==> config.mk <==
export PLATFORM = sky130hd
export DESIGN_NAME = ias_cell
export DESIGN_NICKNAME = d
export VERILOG_FILES = /design/src/rtl/integer_array_sorter_defines.svh /design/src/rtl/ias_pkg.sv /design/src/rtl/ias_cell.sv
export SDC_FILE = /design/constraint.sdc
export NUM_CORES = 1
export LEC_CHECK = 0
export ABC_CLOCK_PERIOD_IN_PS = 3450
export BUFFER_PORTS_ARGS = -buffer_cell sky130_fd_sc_hd__buf_2
export CORE_UTILIZATION = 50
export DETAILED_ROUTE_END_ITERATION = 12
export GPL_ROUTABILITY_DRIVEN = 0
export PLACE_DENSITY_LB_ADDON = 0.05
export SYNTH_ARGS = -nofsm -noshare
export SYNTH_HDL_FRONTEND = slang
export SYNTH_SLANG_ARGS = --single-unit
==> constraint.sdc <==
create_clock -name clk_i -period 3.45 [get_ports clk_i]
set_input_delay 0.69 -clock clk_i [delete_from_list [all_inputs] [get_ports clk_i]]
set_output_delay 0.69 -clock clk_i [all_outputs]
set_load 0.1 [all_outputs]
==> src/rtl/integer_array_sorter_defines.svh <==
// -----------------------------------------------------------------------------
// integer_array_sorter_defines.svh
// assertion macros used by the sorter rtl
// -----------------------------------------------------------------------------
`ifndef INTEGER_ARRAY_SORTER_DEFINES_SVH
`define INTEGER_ARRAY_SORTER_DEFINES_SVH

// clocked property check with async active-low reset as disable
`define IAS_ASSERT(lbl, clk, rst_n, prop, msg) \
  lbl: assert property (@(posedge clk) disable iff (!rst_n) (prop)) else $error(msg);

// condition that must never be seen at a clock edge
`define IAS_ASSERT_NEVER(lbl, clk, rst_n, cond, msg) \
  `IAS_ASSERT(lbl, clk, rst_n, !(cond), msg)

`endif

==> src/rtl/ias_pkg.sv <==
// -----------------------------------------------------------------------------
// ias_pkg
// shared types for the integer array sorter
// -----------------------------------------------------------------------------
package ias_pkg;

  localparam int unsigned ValueWidth = 32;

  typedef struct packed {
    logic [ValueWidth-1:0] value;
    logic                  last;
  } in_item_t;

  typedef struct packed {
    logic [ValueWidth-1:0] sorted_value;
    logic                  final_res;
    logic                  overflow;
  } out_item_t;

  // one element slot, held in a cell or travelling between cells
  typedef struct packed {
    logic                  valid;
    logic [ValueWidth-1:0] value;
  } slot_t;

endpackage

==> src/rtl/ias_cell.sv <==
// -----------------------------------------------------------------------------
// ias_cell
// one insertion cell: keeps the smaller value, passes the larger one on
// -----------------------------------------------------------------------------
module ias_cell
  import ias_pkg::*;
(
  input  logic  clk_i,
  input  logic  rst_ni,
  input  slot_t carry_i,   // value arriving from the previous cell
  output slot_t carry_o,   // registered value handed to the next cell
  input  logic  shift_i,   // drain: take the neighbor's held value
  input  slot_t shift_in_i,
  output slot_t held_o
);

  slot_t held_q, held_d;
  slot_t carry_q, carry_d;

  always_comb begin
    held_d  = held_q;
    carry_d = '0;
    if (carry_i.valid) begin
      if (!held_q.valid) begin
        held_d = carry_i;
      end else if ($signed(carry_i.value) < $signed(held_q.value)) begin
        held_d  = carry_i;
        carry_d = held_q;
      end else begin
        carry_d = carry_i;
      end
    end
    if (shift_i) begin
      held_d = shift_in_i;
    end
  end

  always_ff @(posedge clk_i or negedge rst_ni) begin
    if (!rst_ni) begin
      held_q  <= '0;
      carry_q <= '0;
    end else begin
      held_q  <= held_d;
      carry_q <= carry_d;
    end
  end

  assign carry_o = carry_q;
  assign held_o  = held_q;

endmodule

==> impl_metrics.toml, run 1 <==
[grt]
grt_pass1_vias = 2904
grt-ovfl-total = 0
gr-usage-all-layers_pct = 22.7
antenna_found_initial = 0
grt_pass1_wl_um = 13400
grt_max_degree = 42

[timing]
slew_headroom_pct = 43.1
min_period_over_period_pct = 85.1
worstMarginPinSlew_ps = 853
hold_viol = 0
setup_ws_ps = 512
final.setup_skew_ps = 12.8
setup_violations = 0
final_max_slew_viol_count = 0
holdWs_ps = 411
fin_crit_ps = 2940
clock.fmax_mhz = 340
rsz0062_at_grt = "no"
setup-tns-final_ps = 0

[placed_design]
portBuffers = 134
pre_cts_ws_ps = 154
place_area_um2 = 4610
dp_hpwl_um = 6340

[clock_network]
post_cts_resized = 0
cts-hold-fix-buffers = 0
clk_pin_slew_ps = 80
insertion_delay_ps = 340
cts_inserted_buffers = 9
cts-root-buf = "clkbuf_8"
clock_sinks = 66
tritoncts = "yes"
cts_max_path_buffers = 2
post_cts_buffers = 0
htreeDepth = 3

[finish]
drive_gt1_share_pct = 32.5
multi_input_area_um2 = 1950
syn_to_final_growth_pct = 27.6
fin_area_um2 = 4830
num_antenna_cells = 0
fillers = 641
regArea_um2 = 1650
fin_nets = 597

[drt]
ant_nets = 0
drc_errors = 0
vias = 3011
routed_wl_um = 8550
dr.pass1.iters = 4
viasPerCell = 5.01
wl_per_cell_um = 14.2
drtIter0Drc = 101

[setup_path]
path_buf_inv = 2
cp_slowest_cell = "a2111oi_4"
crit_family = "compound AO/OA/AOI/OAI gates"
critical_path_class = "input pin to register"
critical-path-max-stage-delay_ps = 540
crit_chain = "buf_2, ha_1, a21o_1, a221o_1, a21oi_1, o21ai_1, a2111oi_4, xnor2_2, buf_12, mux2i_1"
startpoint_type = "input pin"
end_kind = "register"
crit_arrival_ps = 3190
worstPathRequired_ps = 3700
worstPathMaxFanout = 23

[floorplanning]
chipWidth_um = 89.0
coreArea_um2 = 7290
rows = 31
boundaryPins = 135
initial_utilization_pct = 51.9
dieHeight_um = 89.0
die-area_um2 = 7920

[synth]
synth_area_um2 = 3780
yosys.area_share.simple_pct = 9.73
ys_ff_latch = 66
synth.avg_cell_area_um2 = 10.5
synth_cell_types = 33
synth_fp_nets = 460
synth_edf_count = 0
synthArstFlopShare_pct = 100
yosysWarnings = 0
yosysSeqAreaShare_pct = 43.7
postSynthCellCount = 360
synth_mux_area_share_pct = 25.5
synth-compound-area-share_pct = 5.29
synth_top_family_by_area = "multiplexers"
synth_fa_ha_area_share_pct = 10.3
synth_xor_area_share_pct = 0.232
synth_flop_cell = "dfrtp_1"

[power]
cellLeakagePower_nw = 2.69
powerDensity_nw_per_um2 = 745
peakVddDrop_v = 0.000345

[min_path]
worstHoldPathType = "input pin to async pin"

[job]
cap_violations = 0

[status]
outcome = "complete, no violations"
==> logic make-up after synthesis <==
kind of cell,Yosys count
AOI/OAI and AO/OA,28
xor gates and xnor gates,1
adders and majority gates,31
buffers and inverters,50
DFF,66
muxes,96
and+or+nand+nor,88
==> placed cells by master, fill, tap and decap left out, types with 4 or more instances in the layout <==
cell	count
a21oi_1	11
inv_1	33
clkbuf_8	10
a21o_1	4
buf_2	134
nand2_1	69
mux2i_1	94
o21ai_0	4
nand4_1	4
buf_4	7
dfrtp_1	66
ha_1	31
==> final timing paths <==
check | start | endpoint | slack, ps | cells after the start
worst max-delay path | carry_i[17] | carry_o[8] | 510 | 10
worst min-delay path | rst_ni | carry_o[27] | 410 | 1
worst max register to register | held_o[30] | held_o[4] | 550 | 10
worst min register to register | held_o[2] | carry_o[2] | 540 | 2
max in group asynchronous | rst_ni | held_o[15] | 2110 | 2
min in group clk_i | held_o[2] | carry_o[2] | 540 | 2
==> report_power, final <==
group	switching [W]	internal, W	leakage [nW]	total, W
clock	0.000298	0.000425	0.109	0.000722
combinational	0.00147	0.000426	1.76	0.00190
sequential	0.0000690	0.000909	0.826	0.000978
total	0.00184	0.00176	2.69	0.00360
==> through the flow <==
stage,utilization (%),instances,power [W]
after detailed placement,63.2,585,0.00290
after CTS,66.2,601,0.00362
final,66.2,601,0.00360
after global routing,66.2,601,0.00376
after floorplan,-,360,0.00251
after global placement,63.2,585,0.00288
==> Yosys cell counts (2+ instances only) <==
cell type  number  area share, %
a21o_1          4           0.79
a21oi_1        11            1.5
buf_2           3           0.40
buf_4           3           0.60
clkbuf_1       11            1.1
dfrtp_1        66             44
ha_1           31             10
inv_1          33            3.3
mux2i_1        94             25
nand2_1        69            6.8
nand3_1         3           0.40
nand3b_1        2           0.40
nand4_1         4           0.66
nor2_1          2           0.20
nor3_1          3           0.40
o21ai_0         4           0.53
==> metal layers <==
metal	global-route usage, %	routed length, µm	vias to the layer above
li1	-	-	1505
met1	29.2	3970	1397
met2	37.7	3990	92
met3	3.88	402	17
met4	10.4	194	0
met5	0	0	-
==> cell type report <==
type | count | share of cell area [%]
inverters | 33 | 2.57
clock buffers | 11 | 2.93
clock inverters | 5 | 1.61
multi-input cells | 244 | 40.3
flip-flops and latches | 66 | 34.2
well taps | 99 | 2.57
repair buffers | 143 | 15.8
==> state kept, by name, summed over array words and instances (netlist names) <==
signal / cells
held_o: 33
carry_o: 33
(Power assumes the default switching activity.)
==> run 2: changes to the inputs <==
--- a/config.mk
+++ b/config.mk
@@ -5,9 +5,9 @@
 export SDC_FILE = /design/constraint.sdc
 export NUM_CORES = 1
 export LEC_CHECK = 0
-export ABC_CLOCK_PERIOD_IN_PS = 3450
+export ABC_CLOCK_PERIOD_IN_PS = 3600
 export BUFFER_PORTS_ARGS = -buffer_cell sky130_fd_sc_hd__buf_2
-export CORE_UTILIZATION = 50
+export CORE_UTILIZATION = 54
 export DETAILED_ROUTE_END_ITERATION = 12
 export GPL_ROUTABILITY_DRIVEN = 0
 export PLACE_DENSITY_LB_ADDON = 0.05
==> constraint.sdc (replaced) <==
create_clock -name clk_i -period 3.6 [get_ports clk_i]
set_input_delay 0.72 -clock clk_i [delete_from_list [all_inputs] [get_ports clk_i]]
set_output_delay 0.72 -clock clk_i [all_outputs]
set_load 0.1 [all_outputs]
==> impl_metrics.toml, run 2 (synthesis results as in run 1) <==
[status]
outcome = "complete, no violations"

[power]
total_power_w = 0.00338
peakVddDrop_v = 0.000356
powerDensity_nw_per_um2 = 704
cellLeakagePower_nw = 2.69

[floorplanning]
rows = 30
coreArea_um2 = 6790
dieHeight_um = 85.7
initial_utilization_pct = 55.7
boundaryPins = 135
die-area_um2 = 7340
chipWidth_um = 85.7

[drt]
vias = 3022
ant_nets = 0
drc_errors = 0
dr.pass1.iters = 4
viasPerCell = 5.05
routed_wl_um = 8580
drtIter0Drc = 67
wl_per_cell_um = 14.4

[timing]
clock.fmax_mhz = 322
slew_headroom_pct = 27.1
hold_viol = 0
fin_crit_ps = 3110
setup_violations = 0
setup-tns-final_ps = 0
final_max_slew_viol_count = 0
worstMarginPinSlew_ps = 1090
rsz0062_at_grt = "no"
final.setup_skew_ps = 8.16
holdWs_ps = 487
min_period_over_period_pct = 86.3

[finish]
drive_gt1_share_pct = 32.3
num_antenna_cells = 0
fillers = 541
multi_input_area_um2 = 1950
syn_to_final_growth_pct = 26.8
regArea_um2 = 1650
fin_nets = 598
mostFrequentLayoutCells = "buf_2, mux2i_1, nand2_1, dfrtp_1, inv_1"
layout.cells.most_common = "buf_2"

[grt]
antenna_found_initial = 0
grt-ovfl-total = 0
grt_pass1_wl_um = 14000
gr-usage-all-layers_pct = 24.7
grt_pass1_vias = 2985
grt_max_degree = 65

[setup_path]
critical_path_class = "input pin to register"
worstPathMaxFanout = 16
crit_arrival_ps = 3360
r2r_cells = 10
crit_chain = "buf_2, ha_1, nand4_1, nor4_1, nand4_1, a31oi_1, a2111oi_4, xnor2_2, buf_12, mux2i_1"
crit_family = "simple AND/OR/NAND/NOR gates"
cp.depth = 10
path_buf_inv = 2
worstPathRequired_ps = 3850
r2r-start = "held_o[31]"
r2r_end = "carry_o[28]"
cp_slowest_cell = "xnor2_2"
cp_common_cell = "nand4_1"
regToRegSetupSlack_ps = 560
critical-path-max-stage-delay_ps = 560
end_kind = "register"
startpoint_type = "input pin"

[clock_network]
post_cts_buffers = 0
cts_max_path_buffers = 2
htreeDepth = 3
clk_pin_slew_ps = 70
cts-root-buf = "clkbuf_8"
tritoncts = "yes"
cts-hold-fix-buffers = 0
post_cts_resized = 0
clock_sinks = 66
insertion_delay_ps = 330
cts_inserted_buffers = 9

[job]
cap_violations = 0

[placed_design]
dp_hpwl_um = 6440
portBuffers = 134

[min_path]
worstHoldPathType = "input pin to async pin"
## run 2: changes by cell type in the layout (fill, tap and decap cells not counted)
cell	previous run	this run
bufinv_16	2	1
buf_4	7	8
clkinvlp_4	1	0
clkbuf_1	1	2
## run 2: area by class of cell
class	count	share of cell area, %
Clock buffer	12	3.03
Clock inverter	3	0.835
Sequential cell	66	34.4
Inverter	33	2.58
Timing Repair Buffer	144	16.1
Multi-Input combinational cell	244	40.6
Tap cell	96	2.50
## run 2: layer usage
| metal | global-route usage (%) | up-vias | wire length [µm] |
|---|---|---|---|
| li1 | - | 1502 | - |
| met1 | 30.5 | 1415 | 3770 |
| met2 | 42.5 | 92 | 4290 |
| met3 | 4.23 | 13 | 389 |
| met4 | 10.6 | 0 | 129 |
| met5 | 0 | - | 0 |
## run 2: worst max path at each step
stage / startpoint / endpoint / slack (ps)
floorplan: held_o[17] / carry_o[10] / 260
global placement: carry_i[17] / carry_o[29] / 230
detailed placement: carry_i[31] / carry_o[10] / 120
CTS: carry_i[31] / carry_o[28] / 490
global route: carry_i[31] / carry_o[5] / 310
finish: carry_i[31] / carry_o[28] / 490
## run 2: power breakdown
group | leakage [nW] | internal (W) | switching [W]
Clock | 0.0962 | 0.000334 | 0.000277
Combinational | 1.76 | 0.000420 | 0.00141
Sequential | 0.826 | 0.000871 | 0.0000679
## run 2: through the flow
step / cells / setup WS (ps) / util (%) / area [µm²]
floorplan: 360 / 259 / - / 3780
global placement: 583 / 230 / 67.9 / 4610
detailed placement: 583 / 123 / 67.9 / 4610
CTS: 598 / 495 / 70.6 / 4800
global route: 598 / 307 / 70.6 / 4800
finish: 598 / 492 / 70.6 / 4800
